## config.mk

```make
export PLATFORM = sky130hd
export DESIGN_NAME = integer_to_radix_symbols_unit
export DESIGN_NICKNAME = d
export VERILOG_FILES = /design/src/hw/rtl/i2r_pkg.sv /design/src/hw/rtl/integer_to_radix_symbols_unit.sv /design/src/hw/rtl/i2r_ram.sv /design/src/hw/rtl/i2r_divider.sv
export VERILOG_INCLUDE_DIRS = /design/src /design/src/hw/rtl
export SDC_FILE = /design/constraint.sdc
export NUM_CORES = 1
export LEC_CHECK = 0
export BUFFER_PORTS_ARGS = -buffer_cell sky130_fd_sc_hd__buf_2
export CAP_MARGIN = 40
export CORE_ASPECT_RATIO = 1.4
export CORE_MARGIN = 2
export CORE_UTILIZATION = 35
export DETAILED_ROUTE_END_ITERATION = 8
export GPL_ROUTABILITY_DRIVEN = 0
export RECOVER_POWER = 25
export SLEW_MARGIN = 20
export SYNTH_ARGS = -nofsm -noshare
export SYNTH_HDL_FRONTEND = slang
export SYNTH_SLANG_ARGS = --single-unit
```

## constraint.sdc

```tcl
create_clock -name clk -period 14 [get_ports clk]
set_clock_uncertainty 0.15 [all_clocks]
set_input_delay 3.5 -clock clk [delete_from_list [all_inputs] [get_ports clk]]
set_output_delay 3.5 -clock clk [all_outputs]
set_load 0.1 [all_outputs]
```

## src/hw/rtl/integer_to_radix_symbols_unit_defines.svh

```systemverilog
// Assertion macros for the radix symbol converter.
// Used by the top level only; expects clk and arst_n in scope.
`ifndef INTEGER_TO_RADIX_SYMBOLS_UNIT_DEFINES_SVH
`define INTEGER_TO_RADIX_SYMBOLS_UNIT_DEFINES_SVH

// Antecedent in one cycle implies the consequent in the next.
`define I2R_ASSERT_NEXT(lbl, ante, cons) \
	lbl: assert property (@(posedge clk) disable iff (!arst_n) (ante) |=> (cons)) \
		else $error("i2r: next-cycle check failed");

// Condition holds at every edge out of reset.
`define I2R_ASSERT_ALWAYS(lbl, cond) \
	lbl: assert property (@(posedge clk) disable iff (!arst_n) (cond)) \
		else $error("i2r: invariant check failed");

`endif

```

## src/hw/rtl/i2r_pkg.sv

```systemverilog
// Shared types and constants for the radix symbol converter.
// No dependencies.
package i2r_pkg;

	localparam int SYM_W      = 8;
	localparam int LEN_W      = 5;
	localparam int SYMS_W     = 64;
	localparam int NUM_SYMS   = 16;
	localparam int SYM_IDX_W  = 4;
	localparam int CHUNK_BITS = 8;
	localparam int CFG_IDX_W  = 2;

	localparam logic [SYM_W-1:0] SYM_PLUS  = 8'h2B;
	localparam logic [SYM_W-1:0] SYM_MINUS = 8'h2D;
	localparam int               MIN_BASE  = 2;

	localparam logic [LEN_W-1:0]  BASE_LEN_RST = 5'd10;
	localparam logic [SYMS_W-1:0] SYMS_LO_RST  = 64'h3736353433323130;
	localparam logic [SYMS_W-1:0] SYMS_HI_RST  = 64'h0000000000003938;

	localparam logic [CFG_IDX_W-1:0] CFG_BASE_LEN = 2'd0;
	localparam logic [CFG_IDX_W-1:0] CFG_SYMS_LO  = 2'd1;
	localparam logic [CFG_IDX_W-1:0] CFG_SYMS_HI  = 2'd2;

	typedef enum logic [2:0] {
		ST_IDLE,
		ST_DIVIDE,
		ST_SIGN,
		ST_READ,
		ST_EMIT
	} i2r_state_t;

	typedef struct packed {
		logic load;
		logic run;
	} div_ctrl_t;

	typedef struct packed {
		logic digit_valid;
		logic quot_zero;
	} div_stat_t;

endpackage

```

## src/hw/rtl/integer_to_radix_symbols_unit.sv

```systemverilog
// Top level of the radix symbol converter: sequencer, config and output beat.
// Depends on i2r_pkg, i2r_divider, i2r_ram and the assertion macro header.
//
// Usage: one signed value enters on the input channel (in_valid/in_stall);
// its text leaves on the output channel (out_valid/out_stall) as one beat
// per symbol, minus sign first for negative values, most significant digit
// next, last set on the final beat. An invalid symbol table (radix outside
// 2..MAX_BASE, or '+' or '-' among the symbols in use) swallows the value
// and no beat is sent. Configuration is written through cfg_we, cfg_index
// and cfg_wdata; the user must write it only while the block is idle, as
// the block itself does not enforce this. The shared divider takes the
// value in 8-bit chunks for each digit, digits land in a small RAM, then
// the sign goes out if any, the RAM read is primed, and the digits go out
// one per cycle while out_stall is low. in_stall is high from acceptance
// until the last beat is loaded. The output register holds a beat while
// out_stall is high; the sequencer waits on it. Reset clears the sequencer
// and output valid and restores the decimal table "0123456789".
`include "integer_to_radix_symbols_unit_defines.svh"

module integer_to_radix_symbols_unit import i2r_pkg::*; #(
	parameter int MAX_BASE   = 16,
	parameter int VALUE_BITS = 32
) (
	input  logic                        clk,
	input  logic                        arst_n,
	input  logic                        in_valid,
	output logic                        in_stall,
	input  logic signed [VALUE_BITS-1:0] value,
	output logic                        out_valid,
	input  logic                        out_stall,
	output logic [SYM_W-1:0]            symbol,
	output logic                        last,
	input  logic                        cfg_we,
	input  logic [CFG_IDX_W-1:0]        cfg_index,
	input  logic [SYMS_W-1:0]           cfg_wdata
);

	localparam int DIGIT_W = $clog2(MAX_BASE);
	localparam int AW      = $clog2(VALUE_BITS);
	localparam int ND_W    = $clog2(VALUE_BITS + 1);

	// Configuration registers.
	logic [LEN_W-1:0]  base_len_q;
	logic [SYMS_W-1:0] syms_lo_q, syms_hi_q;

	always_ff @(posedge clk or negedge arst_n) begin
		if (!arst_n) begin
			base_len_q <= BASE_LEN_RST;
			syms_lo_q  <= SYMS_LO_RST;
			syms_hi_q  <= SYMS_HI_RST;
		end else if (cfg_we) begin
			case (cfg_index)
				CFG_BASE_LEN: base_len_q <= cfg_wdata[LEN_W-1:0];
				CFG_SYMS_LO:  syms_lo_q  <= cfg_wdata;
				CFG_SYMS_HI:  syms_hi_q  <= cfg_wdata;
				default: ;
			endcase
		end
	end

	// Table check: radix in range and no sign symbol among those in use.
	logic [2*SYMS_W-1:0] sym_table;
	logic                table_ok;

	assign sym_table = {syms_hi_q, syms_lo_q};

	always_comb begin : table_check
		logic             bad;
		logic [SYM_W-1:0] s;
		bad = 1'b0;
		s   = '0;
		for (int i = 0; i < NUM_SYMS; i++) begin
			s = sym_table[i*SYM_W +: SYM_W];
			if ((LEN_W'(i) < base_len_q) && (s == SYM_PLUS || s == SYM_MINUS)) begin
				bad = 1'b1;
			end
		end
		table_ok = !bad && (base_len_q >= LEN_W'(MIN_BASE))
			&& (base_len_q <= LEN_W'(MAX_BASE));
	end

	// Magnitude as an unsigned number, so the most negative value is exact.
	logic                  in_neg;
	logic [VALUE_BITS-1:0] in_mag;

	assign in_neg = value[VALUE_BITS-1];
	assign in_mag = in_neg ? (~value + VALUE_BITS'(1)) : value;

	// Sequencer state and strobes.
	i2r_state_t       state_q, state_d;
	div_ctrl_t        div_ctrl;
	div_stat_t        div_stat;
	logic [DIGIT_W-1:0] div_digit;
	logic             start, digit_wr, run_done;
	logic             ram_re, out_load, load_minus;
	logic             slot_free;
	logic             neg_q;
	logic [ND_W-1:0]  nd_q;
	logic [AW-1:0]    ptr_q, ram_raddr;
	logic [DIGIT_W-1:0] ram_rdata;
	logic             accept;

	assign accept    = in_valid && !in_stall;
	assign slot_free = !out_valid || !out_stall;
	assign ram_raddr = (state_q == ST_READ) ? ptr_q : (ptr_q - AW'(1));

	always_comb begin
		state_d       = state_q;
		in_stall      = 1'b1;
		div_ctrl.load = 1'b0;
		div_ctrl.run  = 1'b0;
		start         = 1'b0;
		digit_wr      = 1'b0;
		run_done      = 1'b0;
		ram_re        = 1'b0;
		out_load      = 1'b0;
		load_minus    = 1'b0;
		case (state_q)
			ST_IDLE: begin
				in_stall = 1'b0;
				// Drop the value when the table is unusable.
				if (in_valid && table_ok) begin
					start         = 1'b1;
					div_ctrl.load = 1'b1;
					state_d       = ST_DIVIDE;
				end
			end
			ST_DIVIDE: begin
				div_ctrl.run = 1'b1;
				digit_wr     = div_stat.digit_valid;
				if (div_stat.digit_valid &&
				    (div_stat.quot_zero || nd_q == ND_W'(VALUE_BITS - 1))) begin
					run_done = 1'b1;
					state_d  = neg_q ? ST_SIGN : ST_READ;
				end
			end
			ST_SIGN: begin
				if (slot_free) begin
					out_load   = 1'b1;
					load_minus = 1'b1;
					state_d    = ST_READ;
				end
			end
			ST_READ: begin
				ram_re  = 1'b1;
				state_d = ST_EMIT;
			end
			ST_EMIT: begin
				if (slot_free) begin
					out_load = 1'b1;
					if (ptr_q == '0) begin
						state_d = ST_IDLE;
					end else begin
						ram_re = 1'b1;
					end
				end
			end
			default: state_d = ST_IDLE;
		endcase
	end

	always_ff @(posedge clk or negedge arst_n) begin
		if (!arst_n) begin
			state_q <= ST_IDLE;
		end else begin
			state_q <= state_d;
		end
	end

	// Digit count and read pointer.
	always_ff @(posedge clk or negedge arst_n) begin
		if (!arst_n) begin
			nd_q  <= '0;
			ptr_q <= '0;
			neg_q <= 1'b0;
		end else begin
			if (start) begin
				nd_q  <= '0;
				neg_q <= in_neg;
			end else if (digit_wr) begin
				nd_q <= nd_q + ND_W'(1);
			end
			// Most significant digit is the one written last.
			if (run_done) begin
				ptr_q <= nd_q[AW-1:0];
			end else if (state_q == ST_EMIT && ram_re) begin
				ptr_q <= ptr_q - AW'(1);
			end
		end
	end

	i2r_divider #(
		.VALUE_BITS (VALUE_BITS),
		.DIGIT_W    (DIGIT_W)
	) u_div (
		.clk      (clk),
		.arst_n   (arst_n),
		.ctrl     (div_ctrl),
		.load_mag (in_mag),
		.radix    (base_len_q[DIGIT_W:0]),
		.digit    (div_digit),
		.stat     (div_stat)
	);

	i2r_ram #(
		.WIDTH (DIGIT_W),
		.DEPTH (VALUE_BITS)
	) u_digits (
		.clk   (clk),
		.we    (digit_wr),
		.waddr (nd_q[AW-1:0]),
		.wdata (div_digit),
		.re    (ram_re),
		.raddr (ram_raddr),
		.rdata (ram_rdata)
	);

	// Output beat register: hold while stalled, advance when taken.
	logic [SYM_IDX_W-1:0] sym_idx;
	logic [SYM_W-1:0]     digit_sym;

	assign sym_idx   = SYM_IDX_W'(ram_rdata);
	assign digit_sym = sym_table[{sym_idx, 3'b000} +: SYM_W];

	always_ff @(posedge clk or negedge arst_n) begin
		if (!arst_n) begin
			out_valid <= 1'b0;
		end else if (out_load) begin
			out_valid <= 1'b1;
		end else if (!out_stall) begin
			out_valid <= 1'b0;
		end
	end

	always_ff @(posedge clk) begin
		if (out_load) begin
			symbol <= load_minus ? SYM_MINUS : digit_sym;
			last   <= !load_minus && (ptr_q == '0);
		end
	end

	// Checks on the sequencer.
	`I2R_ASSERT_NEXT(a_busy_after_start, accept && table_ok, in_stall)
	`I2R_ASSERT_NEXT(a_idle_after_last, out_load && !load_minus && ptr_q == '0, state_q == ST_IDLE)
	`I2R_ASSERT_NEXT(a_sign_leads, out_load && load_minus, out_valid && !last)
	`I2R_ASSERT_ALWAYS(a_digit_bound, nd_q <= ND_W'(VALUE_BITS))

endmodule

```

## src/hw/rtl/i2r_ram.sv

```systemverilog
// Generic single-write, single-read RAM with registered read data.
// No dependencies.
module i2r_ram #(
	parameter int WIDTH = 4,
	parameter int DEPTH = 32
) (
	input  logic                     clk,
	input  logic                     we,
	input  logic [$clog2(DEPTH)-1:0] waddr,
	input  logic [WIDTH-1:0]         wdata,
	input  logic                     re,
	input  logic [$clog2(DEPTH)-1:0] raddr,
	output logic [WIDTH-1:0]         rdata
);

	logic [WIDTH-1:0] mem_q [DEPTH];

	always_ff @(posedge clk) begin
		if (we) begin
			mem_q[waddr] <= wdata;
		end
		if (re) begin
			rdata <= mem_q[raddr];
		end
	end

endmodule

```

## src/hw/rtl/i2r_divider.sv

```systemverilog
// Shared divide-by-radix unit: one chunk of the dividend per cycle while ctrl.run is high.
// Depends on i2r_pkg.
module i2r_divider import i2r_pkg::*; #(
	parameter int VALUE_BITS = 32,
	parameter int DIGIT_W    = 4
) (
	input  logic                  clk,
	input  logic                  arst_n,
	input  div_ctrl_t             ctrl,
	input  logic [VALUE_BITS-1:0] load_mag,
	input  logic [DIGIT_W:0]      radix,
	output logic [DIGIT_W-1:0]    digit,
	output div_stat_t             stat
);

	localparam int NCHUNK = (VALUE_BITS + CHUNK_BITS - 1) / CHUNK_BITS;
	localparam int PAD    = NCHUNK * CHUNK_BITS;
	localparam int CNT_W  = (NCHUNK > 1) ? $clog2(NCHUNK) : 1;

	logic [PAD-1:0]     dvd_q, dvd_next;
	logic [DIGIT_W-1:0] rem_q, rem_next;
	logic [CNT_W-1:0]   cnt_q;
	logic               last_chunk;

	// Restoring division of the top chunk, remainder carried bit by bit.
	always_comb begin : chunk_div
		logic [DIGIT_W:0]    t;
		logic [DIGIT_W-1:0]  r;
		logic [CHUNK_BITS-1:0] q;
		r = rem_q;
		q = '0;
		t = '0;
		for (int i = CHUNK_BITS - 1; i >= 0; i--) begin
			t = {r, dvd_q[PAD-CHUNK_BITS+i]};
			if (t >= radix) begin
				q[i] = 1'b1;
				r    = DIGIT_W'(t - radix);
			end else begin
				r = t[DIGIT_W-1:0];
			end
		end
		rem_next = r;
		dvd_next = (dvd_q << CHUNK_BITS) | PAD'(q);
	end

	assign last_chunk       = (cnt_q == CNT_W'(NCHUNK - 1));
	assign digit            = rem_next;
	assign stat.digit_valid = ctrl.run && last_chunk;
	assign stat.quot_zero   = (dvd_next == '0);

	always_ff @(posedge clk or negedge arst_n) begin
		if (!arst_n) begin
			rem_q <= '0;
			cnt_q <= '0;
		end else if (ctrl.load) begin
			rem_q <= '0;
			cnt_q <= '0;
		end else if (ctrl.run) begin
			if (last_chunk) begin
				rem_q <= '0;
				cnt_q <= '0;
			end else begin
				rem_q <= rem_next;
				cnt_q <= cnt_q + CNT_W'(1);
			end
		end
	end

	// Dividend turns into the quotient as chunks shift through.
	always_ff @(posedge clk) begin
		if (ctrl.load) begin
			dvd_q <= PAD'(load_mag);
		end else if (ctrl.run) begin
			dvd_q <= dvd_next;
		end
	end

endmodule
```

==> key figures <==
Route
  – Drt first pass iters: 7
  – Routed wire per std cell: between 20 and 25 um
  – ANT nets after route: 0
  – Drt first-iter violations: 616
  – Vias per cell: about 5.3
  – Routed wire length: ~42 mm
  – DR vias: between 10000 and 15000
  – DRC violations left: 0

Floorplan
  – Die ar.: 0.0505 mm2
  – Core ar.: just under 0.05 mm2
  – # IOs: about 110
  – Die Ht: 265 um
  – Chip width: between 150 and 200 um
  – Initial Util: a little over a third
  – Row count: 95

CTS
  – CTS tree: built
  – CTS root buffer: clkbuf_16
  – CTS Sinks: 328
  – # Post-CTS Setup Buffers: 0
  – Clk buf depth: 3
  – # hold bufs at CTS: 0
  – Worst-path clk slew: around 0.070 ns
  – CTS resizes: 0
  – H-Tree Depth: 1
  – Num CTS Buffers: 31
  – Clk Latency, worst-skew pair: 0.59 ns

Logic synthesis
  – Top area cells in the synthesized netlist: edfxtp_1 30%, dfrtp_1 17%, mux2_2 12%
  – Number of synthesized flops with an enable pin: between 150 and 200
  – Most common cell in the netlist: mux2_2
  – Async S/R FF share, synth: a little under half
  – #FFs+latches synth: ~330
  – Distinct cells, synth: 70
  – Warning count from the yosys run: 0
  – Syn_nets: ~1400
  – Yosys top cell by area: edfxtp_1
  – Post-synthesis average cell area: 14.0 um2
  – Area share of the largest cell type after synthesis: 30.5%
  – Most frequent cells after synthesis: 181 x mux2_2, 173 x edfxtp_1, 118 x dfrtp_1
  – Seq/Total Area, Yosys: 53.5%
  – Mapped cell area: approximately 0.017 mm2
  – Leading register cell type out of synthesis: edfxtp_1
  – Synth Instances: around 1200

Global routing
  – Largest net degree at the start of global routing: 88
  – Vias in the first global route: between 10000 and 15000
  – Total grt overflow: 0
  – Initial antenna violation count: 2
  – First-pass GRT wire length: around 65 mm
  – All-Layer GR Usage: between 10% and 20%

Timing
  – Final Max Slew Viols: 112
  – Fmax: between 80 and 90 MHz
  – Max transition margin: -192%
  – RSZ-0062 raised after global routing: false
  – Final Setup Violations: 0
  – Final period utilization: between 80% and 90%
  – Final Hold Slack: around 0.37 ns
  – TNS Setup: 0 ns
  – Tmin final: approximately 12 ns
  – Final hold violation count: 0
  – Least-Margin Pin Slew: about 4.4 ns

Critical path
  – R2R cell count: 46
  – R2r endpoint: ptr_q[3]
  – Flop2flop setup slack: 1.60 ns
  – Critical Path Max Stage Delay: between 0.8 and 0.9 ns
  – Max FO, Critical Path: 15
  – Critical path data required time: between 10 and 15 ns
  – Critical Path AT: approximately 13 ns
  – Nature of the critical path endpoint: flip-flop
  – Worst r2r src: base_len_q[1]
  – Slowest CP cell: dfstp_2
  – Crit path kind: reg -> reg
  – Startpoint type of the worst setup path: flip-flop
  – Worst path most repeated cell: ha_1

Run status
  – Failing checks: max-capacitance violations, max-slew violations
  – Status: complete, but fails checks

Worst hold path
  – Hold depth: 1
  – Hold path endpoint: neg_q
  – Hold Startpoint: neg_q
  – Worst hold path type: reg -> reg

Placed design
  – Placed cells: about 1900
  – IO Port Bufs: ~110
  – Detailed placer's ending HPWL: between 30 and 40 mm
  – Cell area after placement: about 0.018 mm2

Final layout
  – Layout cell share with drive strength beyond 1: between 30% and 40%
  – Layout area overhead: 13.9%
  – Final instance area: a little under 0.02 mm2
  – Final std cells w/o fill: 1987
  – Diodes inserted: 0
  – Nets: 1491

Run
  – Maxcap violations: 2
## per-layer routing
metal  GRT usage [%]  share of wire, %  vias up
met4            5.61               3.0        4
met3            2.03               3.5       70
li1                -                 -     4874
met2            29.7                52      202
met1            20.6                41     5389
met5               0             0.065        -
## critical path, delay by kind of cell (launching register included)
kind | cells | cell delay, ns
buf+inv | 4 | 0.74
flops | 1 | 0.83
fa+ha+maj | 8 | 2.56
mux | 6 | 1.82
simple gates | 5 | 1.39
compound gates | 23 | 4.78
## worst max path at each step
stage                             start              endpoint  slack (ns)
after floorplan           base_len_q[1]  u_digits.mem_q[0][1]        2.97
after global placement    base_len_q[1]              ptr_q[3]        1.93
after detailed placement  base_len_q[1]              ptr_q[3]        1.59
after CTS                 base_len_q[1]              ptr_q[3]        1.54
after global routing      base_len_q[1]              ptr_q[3]        0.56
final                     base_len_q[1]              ptr_q[3]        1.60
## logic make-up after synthesis
group / count (synthesis) / share of synthesized area, %
flops: 328 / 53.5
simple gates: 248 / 7.83
buf+inv: 94 / 2.29
mux: 272 / 22.3
fa+ha+maj: 57 / 4.52
xor+xnor: 71 / 3.69
compound gates: 149 / 5.85
## final cells by class
type	count	area (um2)
Tap cell	630	788
Fill cell	4557	28600
Clock buffer	46	892
Sequential cell	328	9120
Inverter	40	150
Clock inverter	12	141
Multi-Input combinational cell	797	7560
Timing Repair Buffer	134	753
## state kept, by name, summed over array words and instances, names as in the netlist
name / cells
syms_lo_q: 64
u_div.cnt_q: 2
u_digits.mem_q: 128
state_q: 3
nd_q: 6
symbol: 8
ptr_q: 5
u_div.dvd_q: 32
base_len_q: 5
syms_hi_q: 64
last: 1
u_digits.rdata: 4
out_valid: 1
neg_q: 1
u_div.rem_q: 4
## per-stage QoR
step,utilization (%),worst slack [ns]
5_1_grt,40.4,0.559
3_5_place_dp,38.3,1.59
2_1_floorplan,-,2.97
3_3_place_gp,38.1,1.93
4_1_cts,40.4,1.54
6_report,40.4,1.60
## cells in the final DEF, fill, tap and decap left out, drive strengths merged, types with 6 or more instances in the layout
| cell type | instances |
|---|---|
| a211oi | 7 |
| a21o | 16 |
| a21oi | 30 |
| a31oi | 12 |
| buf | 130 |
| clkbuf | 50 |
| dfrtp | 118 |
| dfstp | 37 |
| edfxtp | 173 |
| fa | 8 |
| ha | 48 |
| inv | 42 |
| mux2 | 181 |
| mux2i | 23 |
| mux4 | 68 |
| nand2 | 55 |
| nand2b | 18 |
| nand3 | 9 |
| nand4 | 11 |
| nand4b | 7 |
| nor2 | 60 |
| nor3 | 14 |
| nor4 | 13 |
| nor4b | 11 |
| o21ai | 33 |
| o22ai | 14 |
| o31ai | 13 |
| o41ai | 6 |
| or2 | 9 |
| or4 | 8 |
| xnor2 | 55 |
| xor2 | 16 |
Power is not shown: default switching activity piles up to over one toggle a cycle in this logic, so the estimate is an artifact.
